File: src/rtl/core/dtc_pkg.sv
package dtc_pkg;

    localparam int CHAR_W  = 8;
    localparam int WHOLE_W = 26;
    localparam int FRAC_W  = 7;
    localparam int PLACE_W = 2;
    localparam int CENTS_W = 32;

    localparam logic [WHOLE_W-1:0] LIMIT_RESET = 26'd40000000;

    localparam logic [CHAR_W-1:0] CHAR_TERM  = 8'h00;
    localparam logic [CHAR_W-1:0] CHAR_POINT = 8'h2E;
    localparam logic [CHAR_W-1:0] CHAR_ZERO  = 8'h30;
    localparam logic [CHAR_W-1:0] CHAR_NINE  = 8'h39;

    localparam logic [PLACE_W-1:0] PLACES_MAX = 2'd2;

    typedef enum logic [1:0] {
        PH_WHOLE = 2'd0,
        PH_FRAC  = 2'd1,
        PH_ERR   = 2'd2
    } t_phase;

    typedef struct packed {
        t_phase               phase;
        logic [WHOLE_W-1:0]   whole;
        logic                 saw_digit;
        logic [FRAC_W-1:0]    frac;
        logic [PLACE_W-1:0]   places;
    } t_parse_state;

    localparam t_parse_state PARSE_CLEAR = '{
        phase:     PH_WHOLE,
        whole:     '0,
        saw_digit: 1'b0,
        frac:      '0,
        places:    '0
    };

endpackage

File: src/rtl/core/dtc_update.sv
module dtc_update (
    input  dtc_pkg::t_parse_state               i_state,
    input  logic [dtc_pkg::CHAR_W-1:0]          i_char,
    input  logic [dtc_pkg::WHOLE_W-1:0]         i_limit,
    output dtc_pkg::t_parse_state               o_next,
    output logic                                o_ok,
    output logic [dtc_pkg::CENTS_W-1:0]         o_cents
);
    import dtc_pkg::*;

    localparam int NEXT_W = WHOLE_W + 4;
    localparam int FMUL_W = FRAC_W + 3;

    logic                  is_digit;
    logic [3:0]            digit;
    logic [NEXT_W-1:0]     whole_ext;
    logic [NEXT_W-1:0]     next_whole;
    logic [FMUL_W-1:0]     frac_ext;
    logic [FRAC_W-1:0]     next_frac;
    logic [FRAC_W-1:0]     frac_scaled;
    logic                  good;
    logic [CENTS_W-1:0]    cents_raw;

    always_comb begin
        is_digit   = (i_char >= CHAR_ZERO) && (i_char <= CHAR_NINE);
        digit      = is_digit ? i_char[3:0] : 4'd0;
        whole_ext  = NEXT_W'(i_state.whole);
        next_whole = (whole_ext << 3) + (whole_ext << 1) + NEXT_W'(digit);
        frac_ext   = FMUL_W'(i_state.frac);
        next_frac  = FRAC_W'((frac_ext << 3) + (frac_ext << 1) + FMUL_W'(digit));

        // missing fraction places count as zero
        case (i_state.places)
            2'd0:    frac_scaled = '0;
            2'd1:    frac_scaled = FRAC_W'((frac_ext << 3) + (frac_ext << 1));
            default: frac_scaled = i_state.frac;
        endcase

        good      = ((i_state.phase == PH_WHOLE) || (i_state.phase == PH_FRAC))
                    && i_state.saw_digit;
        cents_raw = CENTS_W'(i_state.whole) * CENTS_W'(100) + CENTS_W'(frac_scaled);

        o_ok    = good;
        o_cents = good ? cents_raw : '0;
        o_next  = i_state;

        if (i_char == CHAR_TERM) begin
            o_next = PARSE_CLEAR;
        end else begin
            case (i_state.phase)
                PH_WHOLE: begin
                    if (is_digit) begin
                        o_next.saw_digit = 1'b1;
                        if (next_whole > NEXT_W'(i_limit)) begin
                            o_next.phase = PH_ERR;
                        end else begin
                            o_next.whole = WHOLE_W'(next_whole);
                        end
                    end else if ((i_char == CHAR_POINT) && i_state.saw_digit) begin
                        o_next.phase = PH_FRAC;
                    end else begin
                        o_next.phase = PH_ERR;
                    end
                end
                PH_FRAC: begin
                    if (is_digit) begin
                        if (i_state.places < PLACES_MAX) begin
                            o_next.frac   = next_frac;
                            o_next.places = i_state.places + 2'd1;
                        end
                    end else begin
                        o_next.phase = PH_ERR;
                    end
                end
                default: begin
                    o_next.phase = PH_ERR;
                end
            endcase
        end
    end

endmodule

File: src/rtl/core/decimal_text_to_cents_core.sv
// channel   direction  ports                      payload
// s_axis    in         i_s_axis_*, o_s_axis_tready  tdata[7:0] char_code
// m_axis    out        o_m_axis_*, i_m_axis_tready  tuser ok, tdata[31:0] cents
// cfg       in         i_cfg_*, o_cfg_ready         data[25:0] whole_limit
//
// one byte accepted per cycle unless a terminator waits on the result register;
// a byte passes an input register, then the parser state update, and a
// terminator's result is registered in the result register once that register is free
// only a terminator waits on the result register; other bytes never stall
// synchronous active-low reset clears parser state and valids and reloads the reset limit
module decimal_text_to_cents_core (
    input  logic                            i_clk,
    input  logic                            i_rst_n,
    input  logic                            i_s_axis_tvalid,
    output logic                            o_s_axis_tready,
    input  logic [dtc_pkg::CHAR_W-1:0]      i_s_axis_tdata,   // [7:0] char_code
    output logic                            o_m_axis_tvalid,
    input  logic                            i_m_axis_tready,
    output logic [dtc_pkg::CENTS_W-1:0]     o_m_axis_tdata,   // [31:0] cents
    output logic                            o_m_axis_tuser,   // [0] ok
    input  logic                            i_cfg_valid,
    output logic                            o_cfg_ready,
    input  logic [dtc_pkg::WHOLE_W-1:0]     i_cfg_data        // [25:0] whole_limit
);
    import dtc_pkg::*;

    logic                   r_in_valid;
    logic [CHAR_W-1:0]      r_in_char;
    t_parse_state           r_state;
    logic [WHOLE_W-1:0]     r_limit;
    logic                   r_out_valid;
    logic                   r_out_ok;
    logic [CENTS_W-1:0]     r_out_cents;

    t_parse_state           n_state;
    logic                   n_ok;
    logic [CENTS_W-1:0]     n_cents;

    logic                   is_term;
    logic                   out_free;
    logic                   advance;
    logic                   in_take;

    dtc_update u_update (
        .i_state (r_state),
        .i_char  (r_in_char),
        .i_limit (r_limit),
        .o_next  (n_state),
        .o_ok    (n_ok),
        .o_cents (n_cents)
    );

    assign is_term  = (r_in_char == CHAR_TERM);
    assign out_free = !r_out_valid || i_m_axis_tready;
    assign advance  = r_in_valid && (!is_term || out_free);
    assign in_take  = i_s_axis_tvalid && o_s_axis_tready;

    assign o_s_axis_tready = !r_in_valid || advance;
    assign o_cfg_ready     = 1'b1;
    assign o_m_axis_tvalid = r_out_valid;
    assign o_m_axis_tdata  = r_out_cents;
    assign o_m_axis_tuser  = r_out_ok;

    always_ff @(posedge i_clk) begin
        if (!i_rst_n) begin
            r_in_valid  <= 1'b0;
            r_state     <= PARSE_CLEAR;
            r_limit     <= LIMIT_RESET;
            r_out_valid <= 1'b0;
        end else begin
            if (in_take) begin
                r_in_valid <= 1'b1;
            end else if (advance) begin
                r_in_valid <= 1'b0;
            end

            if (advance) begin
                r_state <= n_state;
            end

            if (i_cfg_valid && o_cfg_ready) begin
                r_limit <= i_cfg_data;
            end

            if (advance && is_term) begin
                r_out_valid <= 1'b1;
            end else if (i_m_axis_tready) begin
                r_out_valid <= 1'b0;
            end
        end
    end

    always_ff @(posedge i_clk) begin
        if (in_take) begin
            r_in_char <= i_s_axis_tdata;
        end
        if (advance && is_term) begin
            r_out_ok    <= n_ok;
            r_out_cents <= n_cents;
        end
    end

    assert property (@(posedge i_clk) disable iff (!i_rst_n)
        r_out_valid && !r_out_ok |-> r_out_cents == '0)
        else $error("rejected item carries nonzero cents");

    assert property (@(posedge i_clk) disable iff (!i_rst_n)
        advance && is_term |=> r_state.phase == PH_WHOLE && !r_state.saw_digit
                               && r_state.whole == '0 && r_state.places == '0)
        else $error("parser state not cleared after terminator");

    assert property (@(posedge i_clk) disable iff (!i_rst_n)
        r_state.places <= PLACES_MAX && r_state.frac <= FRAC_W'(99))
        else $error("fraction state out of range");

    assert property (@(posedge i_clk) disable iff (!i_rst_n)
        r_out_valid && !i_m_axis_tready |=> r_out_valid && $stable(r_out_cents))
        else $error("stalled result lost or changed");

endmodule

File: config.mk
export PLATFORM = sky130hd
export DESIGN_NAME = decimal_text_to_cents_core
export DESIGN_NICKNAME = d
export VERILOG_FILES = /design/src/rtl/core/dtc_pkg.sv /design/src/rtl/core/dtc_update.sv /design/src/rtl/core/decimal_text_to_cents_core.sv
export SDC_FILE = /design/constraint.sdc
export NUM_CORES = 1
export LEC_CHECK = 0
export ABC_AREA = 1
export BUFFER_PORTS_ARGS = -buffer_cell sky130_fd_sc_hd__buf_4
export CAP_MARGIN = 20
export CORE_MARGIN = 2
export CORE_UTILIZATION = 32
export CTS_BUF_LIST = sky130_fd_sc_hd__clkbuf_8
export CTS_CLUSTER_DIAMETER = 30
export DETAILED_ROUTE_END_ITERATION = 8
export PLACE_DENSITY_LB_ADDON = 0.05
export SLEW_MARGIN = 20
export SYNTH_ARGS = -nofsm -noshare
export SYNTH_HDL_FRONTEND = slang
export SYNTH_HIERARCHICAL = 1
export SYNTH_SLANG_ARGS = --single-unit
File: constraint.sdc
create_clock -name i_clk -period 8.27 [get_ports i_clk]
set_input_delay 0.827 -clock i_clk [delete_from_list [all_inputs] [get_ports i_clk]]
set_output_delay 0.827 -clock i_clk [all_outputs]
set_load 0.05 [all_outputs]
## After elaboration in Yosys (flattened, before gate mapping)

Cells that the tools add are included.

- $add $sub $neg: 6
- $mul: 1
- Divide/modulo/power cells: 0
- $lt $le $gt $ge: 4
- Equality and inequality tests: 6
- Shift operators: 0
- Muxes and demuxes: 18
- Bitwise operators: 0
- Reduce and logical (&&, ||, !) cells: 26

Operator list:

| operator | count |
|---|---|
| two-way mux 27 bit | 2 |
| two-way mux 38 bit | 1 |
| adder 32 x 7 -> 32 bit | 1 |
| adder 29 x 27 -> 30 bit | 1 |
| adder 30 x 4 -> 30 bit | 1 |
| > comparator 30 x 26 -> 1 bit | 1 |
| multiplier 26 x 5 -> 30 bit, second input constant | 1 |
| two-way mux 9 bit | 3 |
| two-way mux 26 bit | 1 |
| case mux 7 bit (2 select lines) | 1 |
| nonzero test 2 bit | 6 |
| equality test 8 x 6 -> 1 bit, second input constant | 1 |
| greater-or-equal comparator 8 x 6 -> 1 bit, second input constant | 1 |
| less-or-equal comparator 8 x 6 -> 1 bit, second input constant | 1 |
| logical NOT 8 bit | 1 |
| two-way mux 2 bit | 4 |
| AND reduction 4 bit | 2 |
| adder 7 x 4 -> 7 bit | 1 |
| adder 7 bit | 1 |
| logical AND 1 bit | 6 |
| AND reduction 3 bit | 2 |
| equality test 2 x 1 -> 1 bit, second input constant | 2 |
| logical NOT 2 bit | 2 |
| logical OR 1 bit | 4 |
| other kinds (9) | 14 |

- Bits in registers: 107
- Latch bits: 0
- RAM bits: 0
- Bits in read-only memories: 0
- Output and inout bits: 36
- Logic and storage cells: 72
- Memories kept: 0

## Longest topological paths before layout

- Depth in word-level cells: 9
- Depth in mapped cells: 38

## Modules after synthesis

The synthesis kept the hierarchy.

By module, submodules not included:

| module | instances | cells an instance | area each (µm²) | seq. area each (µm²) |
|---|---|---|---|---|
| dtc_update | 1 | 1433 | 8199.1 | 0.0 |
| decimal_text_to_cents_core | 1 | 427 | 4052.6 | 2552.4 |

## Least setup slack after synthesis

No wires, ideal clock.

- Kind: reg2reg
- Start: register r_in_char[7]
- End: register r_state[23] (netlist bit)
- Setup time: 113 ps
- Arrival: 4456 ps
- Data required time: 8157 ps
- Path slack: 3701 ps
- Cell stages (with the launch flop): 37
- Path buffers: 1
- Clock period less this slack: 4569 ps
- Cell sequence: edfxtp_1 nor2_1 nand3_1 a21oi_2 inv_1 nor2_1 ha_1 ha_1 inv_1 fa_1 inv_1 nand3_1 nand2_2 nand2_1 nand2_2 nand2_1 nand2_2 nand3_1 nand3_1 a21oi_1 xor2_1 inv_1 ha_1 nand2_1 nor2_1 nand2_1 nor4b_1 nand4_1 nand2_1 nand3_4 buf_6 o21ai_0 nor2_1 inv_1 nand3_1 nand2_1 nor2_1

RTL lines:

| element | RTL line | RTL |
|---|---|---|
| start: declaration | decimal_text_to_cents_core.sv:28 | `logic [CHAR_W-1:0] r_in_char;` |
| start signal: assignment | decimal_text_to_cents_core.sv:95 | `r_in_char <= i_s_axis_tdata;` |
| end signal: assignment | decimal_text_to_cents_core.sv:78 | `r_state <= n_state;` |
| end: declaration | decimal_text_to_cents_core.sv:29 | `t_parse_state r_state;` |

==> flow_metrics.env <==
export IMPL_status="completed"
export IMPL_fmax_ghz=0.174
export IMPL_synth_top_family_by_area="simple AND/OR/NAND/NOR gates"
export IMPL_pre_cts_ws_ns=2.45
export IMPL_firstDrtPassIters=5
export IMPL_crit_fanout=24
export IMPL_ys_top_cells_by_area="ha_1 17%, nand2_1 13%, inv_1 11%, dfxtp_1 11%, edfxtp_1 10%"
export IMPL_via_per_inst=4.62
export IMPL_die_area_mm2=0.0399
export IMPL_synth_cells=1860
export IMPL_ir_drop_mv=0.0793
export IMPL_portBuffers=73
export IMPL_cts_path_max_buffers=2
export IMPL_core_area_mm2=0.0377
export IMPL_slowest_delay_ns=0.40
export IMPL_setup_tns_final_ns=0
export IMPL_grt_use_total=0.171
export IMPL_path_common_cell="nand2_1"
export IMPL_grt_pass1_vias=10700
export IMPL_ys_async_sr_fraction=0
export IMPL_grt_pass1_wl_um=54000
export IMPL_path_clk_slew_ns=0.11
export IMPL_ant_nets=0
export IMPL_holdPathStages=2
export IMPL_initial_core_util=0.325
export IMPL_cts_buffers_inserted=9
export IMPL_rsz0062_at_grt="false"
export IMPL_cts_resized=0
export IMPL_reg2reg_setup_slack_ns=2.52
export IMPL_crit_arrival_ns=6.12
export IMPL_cpMaxStageDelayCell="edfxtp_1"
export IMPL_dp_hpwl_um=26800
export IMPL_tightest_slew_ns=1.02
export IMPL_criticalPathCategory="reg -> reg"
export IMPL_cp_required_ns=8.64
export IMPL_via_count=11200
export IMPL_synth_fa_ha_area_frac=0.214
export IMPL_finClkSkew_ns=0.0332
export IMPL_cts_root_buffer="clkbuf_8"
export IMPL_worst_slack_ns=2.52
export IMPL_r2r_start="r_in_char[7]$_DFFE_PP_"
export IMPL_fp_row_count=71
export IMPL_die_x_um=200
export IMPL_finalWorstPathRequiredPeriod_ns=5.75
export IMPL_crit_start="r_in_char[7]$_DFFE_PP_"
export IMPL_dieHeight_um=200
export IMPL_grt_overflow=0
export IMPL_place_congestion=0.843
export IMPL_worstSetupEndpoint="r_state[34]$_SDFFE_PN0P_"
export IMPL_tritoncts="built"
export IMPL_power_density_mw_per_mm2=114
export IMPL_syn_area_mm2=0.0123
export IMPL_avgSynthCellArea_um2=6.59
export IMPL_p_leak_nw=6.95
export IMPL_reg2reg_depth=36
export IMPL_slew_headroom=0.322
export IMPL_n_antenna_cell=0
export IMPL_post_route_drc_count=0
export IMPL_synth_edf_count=41
export IMPL_yosys_warnings=6
export IMPL_grt_max_degree=80
export IMPL_max_cap_violations=0
export IMPL_drive_gt1_frac=0.0972
export IMPL_cp_start_kind="register"
export IMPL_ios=75
export IMPL_synthesis_nets=2094
export IMPL_yosysTopAreaCell="ha_1"
export IMPL_setup_viol=0
export IMPL_area_growth_pct=9.57
export IMPL_final_nets=2142
export IMPL_drt_iter0_drc=471
export IMPL_hold_buffers=0
export IMPL_synth_simple_area_share=0.314
export IMPL_cts_max_level=3
export IMPL_r2r_end="r_state[34]$_SDFFE_PN0P_"
export IMPL_drv_slew=0
export IMPL_post_cts_buffers=0
export IMPL_clock_sinks=107
export IMPL_hold_viol_final=0
export IMPL_synth_xor_area_frac=0.0241
export IMPL_timing_final_crit_share=0.695
export IMPL_ys_ff_latch=107
export IMPL_wl_per_cell_um=13.6
export IMPL_yosys_cell_types_count=47
export IMPL_yosysSeqAreaShare=0.208
export IMPL_clkLatencyLatePin_ns=0.44
export IMPL_finalWirelength_um=32900
export IMPL_fillCellCount=4195
export IMPL_yosysTopAreaCellShare=0.174
export IMPL_synth_compound_area_share=0.108
export IMPL_antenna_found_initial=0
export IMPL_muxShareOfSynthArea=0
export IMPL_synth_flop_cell="dfxtp_1"
export IMPL_hold_path_class="reg -> reg"
export IMPL_crit_path_end_kind="register"
-- sequential cells by signal (all words and copies together) (netlist names) --
register         flops
r_in_char            8
o_m_axis_tvalid      1
r_state             38
r_limit             26
o_m_axis_tdata      32
r_in_valid           1
o_m_axis_tuser       1
-- critical path, delay by kind of cell, from the launching register on --
kind            cells  cell delay [ns]
buf+inv             6             0.73
xor+xnor            1             0.13
compound gates      3             0.54
flops               1             0.40
fa+ha+maj           4             1.02
simple gates       22             2.86
-- worst min path at each step --
stage,start,endpoint,slack (ns)
CTS,r_limit[21]$_SDFFE_PN1P_,r_limit[21]$_SDFFE_PN1P_,0.47
detailed placement,r_limit[21]$_SDFFE_PN1P_,r_limit[21]$_SDFFE_PN1P_,0.45
finish,r_limit[21]$_SDFFE_PN1P_,r_limit[21]$_SDFFE_PN1P_,0.47
floorplan,r_limit[11]$_SDFFE_PN1P_,r_limit[11]$_SDFFE_PN1P_,0.43
global route,r_limit[21]$_SDFFE_PN1P_,r_limit[21]$_SDFFE_PN1P_,0.49
global placement,r_limit[14]$_SDFFE_PN1P_,r_limit[14]$_SDFFE_PN1P_,0.44
-- where the power goes --
group	internal [W]	total [W]	switching, W
Combinational	0.000212	0.000595	0.000383
Clock	0.000124	0.000328	0.000204
Sequential	0.000570	0.000607	0.0000367
-- routing by layer --
layer  up-vias  GRT usage  share of wire
li1       5989          -              -
met1      5023      0.226           0.49
met2       157      0.292           0.47
met3        26     0.0253          0.025
met4         0     0.0384          0.015
met5         -          0              0
-- cell usage in the layout (no fill, tap or decap), types with 8 or more instances in the layout --
cell type and instances:
a21oi_1 97, a21oi_2 31, buf_4 77, clkbuf_8 11, dfxtp_1 65, edfxtp_1 41, fa_1 25, ha_1 170
inv_1 357, nand2_1 434, nand2_2 21, nand3_1 115, nand3b_1 9, nand4_1 27, nor2_1 237, nor2_2 13
nor2_4 8, nor3_1 11, o21ai_0 75, xnor2_1 15, xor2_1 15
-- final cells by class --
type | instances | area [µm²] | share of cell area
Clock buffer | 11 | 151 | 0.0113
Tap cell | 511 | 639 | 0.0476
Inverter | 365 | 1370 | 0.102
Sequential cell | 107 | 2560 | 0.190
Timing Repair Buffer | 77 | 578 | 0.0431
Multi-Input combinational cell | 1348 | 8100 | 0.603
Clock inverter | 5 | 27.5 | 0.00205
-- synthesized netlist by cell type (5+ instances only) --
cell / count
inv_2: 7
nand2_1: 434
o21ai_0: 75
o21ai_1: 5
buf_6: 8
nor2_4: 8
nand3_1: 115
nor2_2: 13
o21bai_1: 7
nand4_1: 27
edfxtp_1: 41
inv_1: 356
xnor2_1: 15
nand2_2: 21
buf_2: 11
nand3b_1: 9
dfxtp_1: 66
clkbuf_1: 16
xor2_1: 15
a21oi_1: 97
ha_1: 170
fa_1: 25
a21oi_2: 31
nor3_1: 11
nor2_1: 237
-- kinds of logic (layout without fill, tap and decap cells) --
group | after synthesis | count (layout)
xor+xnor | 32 | 32
simple gates | 890 | 890
flops | 107 | 107
fa+ha+maj | 195 | 195
buf+inv | 405 | 458
compound gates | 230 | 230
other cells | 1 | 1
-- metrics by stage --
step	power, W	instance area, µm²	cells	hold WS (ns)	utilization
floorplan	0.00106	12300	1860	0.429	-
global placement	0.00122	13200	2408	0.441	0.352
detailed placement	0.00122	13200	2408	0.447	0.352
CTS	0.00156	13400	2424	0.474	0.356
global route	0.00168	13400	2424	0.493	0.356
finish	0.00153	13400	2424	0.469	0.356
(Power assumes the default switching activity.)
